==> config.mk <==
export PLATFORM = sky130hd
export DESIGN_NAME = dle_stx_frame_encoder_top
export DESIGN_NICKNAME = d
export VERILOG_FILES = /design/src/dsfe_pkg.sv /design/src/dsfe_front.sv /design/src/dsfe_queue.sv /design/src/dsfe_back.sv /design/src/dle_stx_frame_encoder_top.sv
export SDC_FILE = /design/constraint.sdc
export NUM_CORES = 1
export LEC_CHECK = 0
export BUFFER_PORTS_ARGS = -buffer_cell sky130_fd_sc_hd__buf_2
export CAP_MARGIN = 20
export CORE_ASPECT_RATIO = 1.5
export CORE_MARGIN = 1
export CORE_UTILIZATION = 50
export DETAILED_ROUTE_END_ITERATION = 10
export HOLD_SLACK_MARGIN = 0.06
export PLACE_DENSITY = 0.8
export SLEW_MARGIN = 10
export SYNTH_ARGS = -nofsm -noshare
export SYNTH_HDL_FRONTEND = slang
export SYNTH_SLANG_ARGS = --single-unit
==> constraint.sdc <==
create_clock -name clk -period 2.6 [get_ports clk]
set_input_delay 0.26 -clock clk [delete_from_list [all_inputs] [get_ports clk]]
set_output_delay 0.26 -clock clk [all_outputs]
set_load 0.1 [all_outputs]
==> src/dsfe_pkg.sv <==
`timescale 1ns / 1ps
`default_nettype none

package dsfe_pkg;

    // Framing symbols
    localparam logic [7:0] SYM_DLE = 8'h10;
    localparam logic [7:0] SYM_STX = 8'h02;
    localparam logic [7:0] SYM_ETX = 8'h03;

    // Default depth of the command queue between front and back
    localparam int QUEUE_DEPTH_DEF = 4;

    // Output sequence positions for one command
    localparam logic [2:0] PH_HDR_DLE = 3'd0;
    localparam logic [2:0] PH_HDR_STX = 3'd1;
    localparam logic [2:0] PH_STUFF   = 3'd2;
    localparam logic [2:0] PH_DATA    = 3'd3;
    localparam logic [2:0] PH_TR_DLE  = 3'd4;
    localparam logic [2:0] PH_TR_ETX  = 3'd5;
    localparam logic [2:0] PH_BCC     = 3'd6;
    localparam logic [2:0] PH_DONE    = 3'd7;

    // One classified payload word, as handed from front to back
    typedef struct packed {
        logic       hdr;    // opens a frame: DLE STX first
        logic       stuff;  // payload equals DLE: send it twice
        logic       last;   // closes the frame: DLE ETX BCC after it
        logic [7:0] data;
        logic [7:0] bcc;    // check byte, meaningful when last is set
    } cmd_t;

    // First output position of a command
    function automatic logic [2:0] first_phase(input cmd_t c);
        logic [2:0] p;
        if (c.hdr)
            p = PH_HDR_DLE;
        else if (c.stuff)
            p = PH_STUFF;
        else
            p = PH_DATA;
        return p;
    endfunction

    // Position that follows p for command c, PH_DONE after the final one
    function automatic logic [2:0] next_phase(input logic [2:0] p, input cmd_t c);
        logic [2:0] n;
        case (p)
            PH_HDR_DLE: n = PH_HDR_STX;
            PH_HDR_STX: n = c.stuff ? PH_STUFF : PH_DATA;
            PH_STUFF:   n = PH_DATA;
            PH_DATA:    n = c.last ? PH_TR_DLE : PH_DONE;
            PH_TR_DLE:  n = PH_TR_ETX;
            PH_TR_ETX:  n = PH_BCC;
            default:    n = PH_DONE;
        endcase
        return n;
    endfunction

    // Byte sent at position p
    function automatic logic [7:0] phase_byte(input logic [2:0] p, input cmd_t c);
        logic [7:0] b;
        case (p)
            PH_HDR_DLE: b = SYM_DLE;
            PH_HDR_STX: b = SYM_STX;
            PH_STUFF:   b = SYM_DLE;
            PH_DATA:    b = c.data;
            PH_TR_DLE:  b = SYM_DLE;
            PH_TR_ETX:  b = SYM_ETX;
            default:    b = c.bcc;
        endcase
        return b;
    endfunction

endpackage

`default_nettype wire

==> src/dsfe_front.sv <==
`timescale 1ns / 1ps
`default_nettype none

module dsfe_front
    import dsfe_pkg::*;
(
    input  wire logic       clk,
    input  wire logic       rst_n,
    input  wire logic       in_valid,
    output logic            in_ready,
    input  wire logic [7:0] data_byte,
    input  wire logic       last_byte,
    output logic            push,
    output cmd_t            push_cmd,
    input  wire logic       queue_ready
);

    logic       in_frame_reg;
    logic       in_frame_next;
    logic [7:0] check_accum_reg;
    logic [7:0] check_accum_next;
    logic [7:0] acc_base;
    logic [7:0] acc_new;

    assign in_ready = queue_ready;
    assign push     = in_valid && queue_ready;

    // Classify the word; the check sum restarts when a frame opens
    assign acc_base = in_frame_reg ? check_accum_reg : 8'h00;
    assign acc_new  = acc_base ^ data_byte;

    always_comb
    begin
        push_cmd.hdr   = !in_frame_reg;
        push_cmd.stuff = (data_byte == SYM_DLE);
        push_cmd.last  = last_byte;
        push_cmd.data  = data_byte;
        push_cmd.bcc   = acc_new ^ SYM_ETX;
    end

    // Frame state advances on every accepted word
    always_comb
    begin
        in_frame_next    = in_frame_reg;
        check_accum_next = check_accum_reg;
        if (push)
        begin
            in_frame_next    = !last_byte;
            check_accum_next = last_byte ? 8'h00 : acc_new;
        end
    end

    always_ff @(posedge clk or negedge rst_n)
    begin
        if (!rst_n)
        begin
            in_frame_reg    <= 1'b0;
            check_accum_reg <= 8'h00;
        end
        else
        begin
            in_frame_reg    <= in_frame_next;
            check_accum_reg <= check_accum_next;
        end
    end

endmodule

`default_nettype wire

==> src/dsfe_queue.sv <==
`timescale 1ns / 1ps
`default_nettype none

module dsfe_queue
    import dsfe_pkg::*;
#(
    parameter int DEPTH = QUEUE_DEPTH_DEF
)
(
    input  wire logic clk,
    input  wire logic rst_n,
    input  wire logic push,
    input  wire cmd_t push_cmd,
    output logic      push_ready,
    input  wire logic pop,
    output logic      head_valid,
    output cmd_t      head_cmd
);

    localparam int PTR_W = (DEPTH > 1) ? $clog2(DEPTH) : 1;
    localparam int CNT_W = $clog2(DEPTH + 1);

    cmd_t             slot_reg [DEPTH];
    logic [PTR_W-1:0] wr_ptr_reg;
    logic [PTR_W-1:0] wr_ptr_next;
    logic [PTR_W-1:0] rd_ptr_reg;
    logic [PTR_W-1:0] rd_ptr_next;
    logic [CNT_W-1:0] count_reg;
    logic [CNT_W-1:0] count_next;
    logic             do_push;
    logic             do_pop;

    assign push_ready = (count_reg != CNT_W'(DEPTH));
    assign head_valid = (count_reg != '0);
    assign head_cmd   = slot_reg[rd_ptr_reg];
    assign do_push    = push && push_ready;
    assign do_pop     = pop && head_valid;

    // Pointer and fill count update
    always_comb
    begin
        wr_ptr_next = wr_ptr_reg;
        rd_ptr_next = rd_ptr_reg;
        count_next  = count_reg;
        if (do_push)
            wr_ptr_next = (wr_ptr_reg == PTR_W'(DEPTH - 1)) ? '0 : wr_ptr_reg + 1'b1;
        if (do_pop)
            rd_ptr_next = (rd_ptr_reg == PTR_W'(DEPTH - 1)) ? '0 : rd_ptr_reg + 1'b1;
        if (do_push && !do_pop)
            count_next = count_reg + 1'b1;
        else if (do_pop && !do_push)
            count_next = count_reg - 1'b1;
    end

    always_ff @(posedge clk or negedge rst_n)
    begin
        if (!rst_n)
        begin
            wr_ptr_reg <= '0;
            rd_ptr_reg <= '0;
            count_reg  <= '0;
        end
        else
        begin
            wr_ptr_reg <= wr_ptr_next;
            rd_ptr_reg <= rd_ptr_next;
            count_reg  <= count_next;
        end
    end

    // Storage slots, no reset
    always_ff @(posedge clk)
    begin
        if (do_push)
            slot_reg[wr_ptr_reg] <= push_cmd;
    end

endmodule

`default_nettype wire

==> src/dsfe_back.sv <==
`timescale 1ns / 1ps
`default_nettype none

module dsfe_back
    import dsfe_pkg::*;
(
    input  wire logic clk,
    input  wire logic rst_n,
    input  wire logic head_valid,
    input  wire cmd_t head_cmd,
    output logic      pop,
    output logic      out_valid,
    input  wire logic out_ready,
    output logic [7:0] out_byte,
    output logic      frame_end
);

    logic       active_reg;
    logic       active_next;
    logic [2:0] phase_reg;
    logic [2:0] phase_next;
    logic       out_valid_reg;
    logic       out_valid_next;
    logic [7:0] out_byte_reg;
    logic       frame_end_reg;
    logic [2:0] cur_phase;
    logic [2:0] nxt_phase;
    logic       load;

    assign out_valid = out_valid_reg;
    assign out_byte  = out_byte_reg;
    assign frame_end = frame_end_reg;

    // Position within the head command
    assign cur_phase = active_reg ? phase_reg : first_phase(head_cmd);
    assign nxt_phase = next_phase(cur_phase, head_cmd);
    assign load      = head_valid && (!out_valid_reg || out_ready);
    assign pop       = load && (nxt_phase == PH_DONE);

    // Sequencer and output register control
    always_comb
    begin
        active_next    = active_reg;
        phase_next     = phase_reg;
        out_valid_next = out_valid_reg;
        if (out_ready)
            out_valid_next = 1'b0;
        if (load)
        begin
            out_valid_next = 1'b1;
            active_next    = (nxt_phase != PH_DONE);
            phase_next     = nxt_phase;
        end
    end

    always_ff @(posedge clk or negedge rst_n)
    begin
        if (!rst_n)
        begin
            active_reg    <= 1'b0;
            phase_reg     <= PH_HDR_DLE;
            out_valid_reg <= 1'b0;
        end
        else
        begin
            active_reg    <= active_next;
            phase_reg     <= phase_next;
            out_valid_reg <= out_valid_next;
        end
    end

    // Output word
    always_ff @(posedge clk)
    begin
        if (load)
        begin
            out_byte_reg  <= phase_byte(cur_phase, head_cmd);
            frame_end_reg <= (cur_phase == PH_BCC);
        end
    end

endmodule

`default_nettype wire

==> src/dle_stx_frame_encoder_top.sv <==
// Channel  Handshake                Word
// -------  -----------------------  -----------------------------
// input    in_valid / in_ready      data_byte[7:0], last_byte
// output   out_valid / out_ready    out_byte[7:0], frame_end
//
// The output sequencer sends one byte per cycle while out_ready is high;
// an input word makes 1 to 7 output bytes, so a frame of plain bytes runs
// at one input word per cycle plus header and trailer.
// The front accepts a new word each cycle while the command queue has room.
// Reset is asynchronous, active low, and closes any open frame.
// A stalled output holds its byte; the queue absorbs input meanwhile.
`timescale 1ns / 1ps
`default_nettype none

module dle_stx_frame_encoder_top
    import dsfe_pkg::*;
#(
    parameter int QUEUE_DEPTH = QUEUE_DEPTH_DEF
)
(
    input  wire logic       clk,
    input  wire logic       rst_n,
    input  wire logic       in_valid,
    output logic            in_ready,
    input  wire logic [7:0] data_byte,
    input  wire logic       last_byte,
    output logic            out_valid,
    input  wire logic       out_ready,
    output logic [7:0]      out_byte,
    output logic            frame_end
);

    logic push;
    cmd_t push_cmd;
    logic queue_ready;
    logic pop;
    logic head_valid;
    cmd_t head_cmd;

    // Front: accept and classify
    dsfe_front u_front (
        .clk         (clk),
        .rst_n       (rst_n),
        .in_valid    (in_valid),
        .in_ready    (in_ready),
        .data_byte   (data_byte),
        .last_byte   (last_byte),
        .push        (push),
        .push_cmd    (push_cmd),
        .queue_ready (queue_ready)
    );

    // Command queue
    dsfe_queue #(
        .DEPTH (QUEUE_DEPTH)
    ) u_queue (
        .clk        (clk),
        .rst_n      (rst_n),
        .push       (push),
        .push_cmd   (push_cmd),
        .push_ready (queue_ready),
        .pop        (pop),
        .head_valid (head_valid),
        .head_cmd   (head_cmd)
    );

    // Back: byte sequencer
    dsfe_back u_back (
        .clk        (clk),
        .rst_n      (rst_n),
        .head_valid (head_valid),
        .head_cmd   (head_cmd),
        .pop        (pop),
        .out_valid  (out_valid),
        .out_ready  (out_ready),
        .out_byte   (out_byte),
        .frame_end  (frame_end)
    );

endmodule

`default_nettype wire

==> results.json, run 1 <==
{
  "status": "complete, no violations",
  "seq_area_um2": 3080,
  "multi_input_area_um2": 1300,
  "cts_sinks": 106,
  "start_util_pct": 52.1,
  "synth-seq-cells": 106,
  "comb_power_share_pct": 40.2,
  "critPathArrivalTime_ns": 2.69,
  "wire_per_inst_um": 18.6,
  "final.setup_skew_ns": 0.00851,
  "maxSlewHeadroom_pct": 54.6,
  "slew_violations": 0,
  "crit_fanout": 4,
  "h-tree-depth": 3,
  "die_area_um2": 9270,
  "grt_max_degree": 22,
  "overflow": 0,
  "ios": 24,
  "rows": 41,
  "power_frac_seq_pct": 39.4,
  "min_from": "out_ready",
  "cts_tree": "done",
  "clockBufferDepth": 2,
  "ys_types": 42,
  "start_kind": "flip-flop",
  "synthesis.nets": 294,
  "route.detailed.drc": 0,
  "synth_flop_cell": "edfxtp_1",
  "hold_viol_final": 0,
  "die_h_um": 117,
  "p_leak_nw": 1.88,
  "syn_to_final_growth_pct": 14.9,
  "gp_congestion": 0.884,
  "routed_via_density": 5.73,
  "nNetsFinal": 335,
  "syn_avg_cell_area_um2": 16.2,
  "rsz0062_at_grt": "false",
  "cap_viol_max_count": 0,
  "clock_latency_ns": 0.34,
  "num_antenna_cells": 0,
  "cp-end-kind": "flip-flop",
  "die_w_um": 78.9,
  "grt_pass1_vias": 2495,
  "worst_slack_ns": 0.133,
  "synthArstFlopShare_pct": 19.8,
  "yosysWarnings": 0,
  "synth_edf_count": 85,
  "antenna_found_initial": 0,
  "seq_area_frac_synth_pct": 69.3,
  "p_sw_mw": 2.51,
  "r2r_slack_ns": 0.13,
  "worst_slew_pin_slew_ns": 0.681,
  "clockPowerShare_pct": 20.4,
  "powerDensity_nw_per_um2": 1300,
  "regToRegStartpoint": "u_queue.rd_ptr_reg[0]$_DFFE_PN0P_",
  "peakVddDrop_mv": 0.684,
  "core-area_um2": 8520,
  "required_ns": 2.83,
  "drt_iter0_drc": 184,
  "grtUsageTotal_pct": 19.0,
  "numCtsBuffers": 9,
  "hold_depth": 4,
  "r2r_end": "u_queue.count_reg[1]$_DFFE_PN0P_",
  "setup_violations": 0,
  "hp-class": "input port to flip-flop",
  "ant_nets": 0,
  "hpwl_um": 5270,
  "synth_area_um2": 4440,
  "crit_slowest_cell": "mux4_2",
  "min_period_ns": 2.47,
  "totalWireLength_um": 7930,
  "clock.fmax_mhz": 405,
  "drt_pre_antenna_iters": 4,
  "swShare_pct": 37.8,
  "pre_cts_slack_ns": 0.0236,
  "vias": 2447,
  "period_share_pct": 94.9,
  "synthCells": 274,
  "fillers": 663,
  "grt_first_pass_wirelength_um": 12900,
  "setup_tns_ns": 0,
  "largest_reg_flops": 76,
  "root_buffer": "clkbuf_16",
  "io_buffers": 23,
  "clk_pin_slew_ns": 0.07,
  "reg2reg_depth": 8,
  "whs_endpoint": "u_back.out_valid$_DFFE_PN0P_",
  "crit_path_cell_trace": "mux4_2 -> a21o_1 -> o221ai_2 -> o211ai_4 -> ha_4 -> inv_1 -> fa_1 -> mux2_2",
  "critPathLaunch": "u_queue.rd_ptr_reg[0]$_DFFE_PN0P_",
  "worst-setup-path-type": "flip-flop to flip-flop",
  "power.internal_mw": 4.13,
  "drive_gt1_share_pct": 26.9,
  "critPathMaxStageDelay_ns": 0.57
}
==> routing by layer <==
layer	wire, µm	track usage (%)	vias up
li1	-	-	1130
met1	3120	23.9	1251
met2	4350	30.8	58
met3	352	4.05	8
met4	115	9.55	0
met5	0	0	-
==> cell families after synthesis <==
logic type,after synthesis,share of synthesized area [%]
simple gates,64,6.23
compound gates,36,6.20
xor+xnor,11,2.17
flops,106,69.3
buf+inv,20,2.06
fa+ha+maj,7,2.14
mux,30,11.9
==> synth_stat cells, types with 2 or more instances <==
| cell type | count | area, µm² |
|---|---|---|
| edfxtp_1 | 85 | 2550 |
| nand2_1 | 40 | 150 |
| dfrtp_1 | 21 | 526 |
| mux4_2 | 17 | 383 |
| o21ai_0 | 11 | 55.1 |
| nor2_1 | 10 | 37.5 |
| inv_1 | 8 | 30.0 |
| mux2i_1 | 7 | 70.1 |
| xnor2_1 | 7 | 61.3 |
| clkbuf_1 | 6 | 22.5 |
| ha_1 | 6 | 75.1 |
| a32o_1 | 5 | 50.1 |
| and3_1 | 4 | 25.0 |
| mux2_2 | 4 | 45.0 |
| xor2_1 | 4 | 35.0 |
| a21oi_1 | 3 | 15.0 |
| a21o_1 | 2 | 15.0 |
| a31oi_1 | 2 | 12.5 |
| buf_4 | 2 | 15.0 |
| clkinv_1 | 2 | 7.51 |
| mux2_4 | 2 | 30.0 |
| nand3_1 | 2 | 10.0 |
| nor2b_1 | 2 | 12.5 |
| nor3_1 | 2 | 10.0 |
| o21a_1 | 2 | 15.0 |
| o31ai_1 | 2 | 15.0 |
==> power groups by stage <==
stage	Sequential, mW	Clock [mW]	Combinational (mW)
detailed placement	2.65	0	2.59
CTS	2.61	1.38	2.60
floorplan	3.11	0	1.54
global route	2.67	1.45	2.88
finish	2.62	1.36	2.67
global placement	2.62	0	2.52
==> critical path, delay by kind of cell, from the launching register on <==
family	cells	cell delay, ns
buffers and inverters	1	0.07
adders and majority gates	2	0.61
DFF	1	0.39
muxes	2	0.85
AOI/OAI and AO/OA	3	0.44
==> worst max path at each step <==
stage	slack (ns)	end	cells past startpoint
2_1_floorplan	0.07	u_queue.count_reg[2]$_DFFE_PN0P_	9
3_3_place_gp	0.14	u_queue.count_reg[1]$_DFFE_PN0P_	9
3_5_place_dp	0.02	u_queue.count_reg[1]$_DFFE_PN0P_	9
4_1_cts	0.02	u_queue.count_reg[1]$_DFFE_PN0P_	9
5_1_grt	0.01	u_queue.count_reg[1]$_DFFE_PN0P_	9
6_report	0.13	u_queue.count_reg[1]$_DFFE_PN0P_	8
==> layout by cell type, fill, tap and decap left out, types with 3 or more instances in the layout <==
| cell | count |
|---|---|
| edfxtp_1 | 85 |
| nand2_1 | 38 |
| buf_2 | 23 |
| dfrtp_1 | 20 |
| mux4_2 | 17 |
| buf_4 | 16 |
| o21ai_0 | 11 |
| nor2_1 | 10 |
| clkbuf_16 | 9 |
| inv_1 | 8 |
| xnor2_1 | 7 |
| mux2i_1 | 6 |
| a32o_1 | 5 |
| ha_1 | 5 |
| mux2_2 | 4 |
| xor2_1 | 4 |
| and3_1 | 4 |
| a21oi_1 | 3 |
==> final cells by class <==
| class | instances | share of cell area (%) |
|---|---|---|
| Inverter | 10 | 0.736 |
| Clock buffer | 10 | 4.49 |
| Tap cell | 107 | 2.62 |
| Timing Repair Buffer | 40 | 4.81 |
| Multi-Input combinational cell | 148 | 25.5 |
| Sequential cell | 106 | 60.4 |
| Clock inverter | 6 | 1.47 |
==> repair_timing <==
item                                    in CTS  in global routing
setup buffers                                0                  3
endpoints found under the setup margin       0                  2
hold buffers                                 1                  0
endpoints found under the hold margin       21                  0
gates resized for setup                      0                  5
==> through the flow <==
stage | cell area, µm² | util (%) | hold slack [ns] | total power [mW] | std cells
after floorplan | 4440 | - | -0.0356 | 4.65 | 274
after global placement | 4740 | 55.6 | 0.261 | 5.15 | 407
after detailed placement | 4740 | 55.6 | 0.262 | 5.24 | 407
after CTS | 5050 | 59.3 | 0.150 | 6.59 | 424
after global routing | 5100 | 59.9 | 0.171 | 7.00 | 427
final | 5100 | 59.9 | 0.159 | 6.64 | 427
No activity file was read; power rests on OpenSTA's default activity.
==> run 2, diff against run 1 <==
Settings changed: CTS_BUF_LIST set to sky130_fd_sc_hd__clkbuf_4, SKIP_CTS_REPAIR_TIMING set to 1, SLEW_MARGIN 10 to 25.
==> results.json, run 2 (synthesized netlist as in run 1, its figures left out) <==
{
  "fin_area_um2": 5010,
  "setup_tns_ns": 0,
  "clock_latency_ns": 0.44,
  "r2r_end": "u_queue.count_reg[2]$_DFFE_PN0P_",
  "powerDensity_nw_per_um2": 1230,
  "largest_reg_flops": 76,
  "rsz0062_at_grt": "false",
  "num_antenna_cells": 0,
  "whs_endpoint": "u_queue.slot_reg[2][12]$_DFFE_PP_",
  "overflow": 0,
  "place_inst": 407,
  "clock.fmax_mhz": 404,
  "setup_violations": 0,
  "regToRegStartpoint": "u_queue.rd_ptr_reg[0]$_DFFE_PN0P_",
  "final_common_cell": "edfxtp_1",
  "peakVddDrop_mv": 0.658,
  "final_cells": 433,
  "cts_tree": "done",
  "reg2reg_depth": 11,
  "die_area_um2": 9270,
  "hold_viol_final": 0,
  "grtUsageTotal_pct": 18.8,
  "drive_gt1_share_pct": 26.7,
  "worst_slew_pin_slew_ns": 0.710,
  "final.setup_skew_ns": 0.0165,
  "grt_pass1_vias": 2476,
  "multi_input_area_um2": 1300,
  "core-area_um2": 8520,
  "seq_area_um2": 3080,
  "clk_pin_slew_ns": 0.16,
  "min_period_ns": 2.47,
  "vias": 2472,
  "min_from": "data_byte[4]",
  "numCtsBuffers": 9,
  "period_share_pct": 95.1,
  "io_buffers": 23,
  "h-tree-depth": 3,
  "hp-class": "input port to flip-flop",
  "drt_iter0_drc": 157,
  "gp_congestion": 0.884,
  "antenna_found_initial": 0,
  "wire_per_inst_um": 18.3,
  "cap_viol_max_count": 0,
  "slew_violations": 0,
  "hold_depth": 1,
  "route.detailed.drc": 0,
  "fillers": 683,
  "ios": 24,
  "r2r_slack_ns": 0.13,
  "status": "complete, no violations",
  "required_ns": 2.97,
  "clockBufferDepth": 2,
  "start_kind": "flip-flop",
  "drt_pre_antenna_iters": 4,
  "cp-end-kind": "flip-flop",
  "critPathArrivalTime_ns": 2.84,
  "root_buffer": "clkbuf_4",
  "grt_max_degree": 22,
  "most-common-layout-cells": "85 x edfxtp_1, 38 x nand2_1, 23 x buf_2",
  "cts_sinks": 106,
  "totalWireLength_um": 7920,
  "die_h_um": 117,
  "rows": 41,
  "grt_first_pass_wirelength_um": 12800,
  "start_util_pct": 52.1,
  "maxSlewHeadroom_pct": 52.7,
  "syn_to_final_growth_pct": 12.8,
  "routed_via_density": 5.71,
  "placement.cell_area_um2": 4740,
  "ant_nets": 0,
  "crit_fanout": 7,
  "worst-setup-path-type": "flip-flop to flip-flop",
  "p_leak_nw": 1.84,
  "die_w_um": 78.9,
  "nNetsFinal": 341,
  "hpwl_um": 5270
}
run 2: cell count changes in the layout (fill, tap and decap cells not counted), sizes merged:
| cell | previous run | this run |
|---|---|---|
| dlygate4sd3 | 1 | 7 |
run 2: worst max-delay path by stage:
stage                                            startpoint                               end  slack, ns  cells after the start
after CTS                 u_queue.rd_ptr_reg[0]$_DFFE_PN0P_  u_queue.count_reg[1]$_DFFE_PN0P_       0.03                      9
after global routing      u_queue.rd_ptr_reg[0]$_DFFE_PN0P_  u_queue.count_reg[1]$_DFFE_PN0P_      0.007                      9
after floorplan                u_back.out_valid$_DFFE_PN0P_  u_queue.count_reg[2]$_DFFE_PN0P_       0.07                      9
after detailed placement  u_queue.rd_ptr_reg[0]$_DFFE_PN0P_  u_queue.count_reg[1]$_DFFE_PN0P_       0.02                      9
after global placement    u_queue.rd_ptr_reg[0]$_DFFE_PN0P_  u_queue.count_reg[1]$_DFFE_PN0P_       0.14                      9
final                     u_queue.rd_ptr_reg[0]$_DFFE_PN0P_  u_queue.count_reg[2]$_DFFE_PN0P_       0.13                     11
run 2: where the power goes:
group          internal (mW)  switching (mW)  leakage [nW]
clock                  0.318           0.529        0.0791
combinational          0.988            1.69         0.724
sequential              2.39           0.228          1.03
run 2: per-layer routing:
| layer | wire (µm) | track usage (%) | vias to the layer above |
|---|---|---|---|
| met4 | 131 | 8.41 | 0 |
| met2 | 4290 | 30.3 | 76 |
| li1 | - | - | 1140 |
| met3 | 346 | 4.12 | 10 |
| met5 | 0 | 0 | - |
| met1 | 3150 | 24.3 | 1246 |
run 2: through the flow:
step | power (mW) | setup slack, ns | util, % | hold WS [ns]
after global routing | 6.49 | 0.00738 | 58.8 | 0.0605
after CTS | 6.08 | 0.0298 | 57.4 | -0.251
after detailed placement | 5.24 | 0.0236 | 55.6 | 0.262
after global placement | 5.15 | 0.143 | 55.6 | 0.261
final | 6.14 | 0.127 | 58.8 | 0.0960
after floorplan | 4.65 | 0.0682 | - | -0.0356
run 2: final cells by class:
class	count	share of cell area [%]
clock buffer	10	1.50
clock inverter	6	1.50
multi-input combinational	148	26.0
inverter	10	0.750
sequential	106	61.5
timing repair buffer	46	6.10
tap	107	2.67
run 2: worst max-delay path, stage by stage (launching register included):
cell	delay, ns
dfrtp_1	0.44
buf_4	0.19
mux2i_1	0.18
nand3_1	0.13
o211ai_2	0.12
o211ai_4	0.29
ha_4	0.19
inv_1	0.05
fa_1	0.37
xor2_1	0.17
nor2_1	0.12
xor2_1	0.17
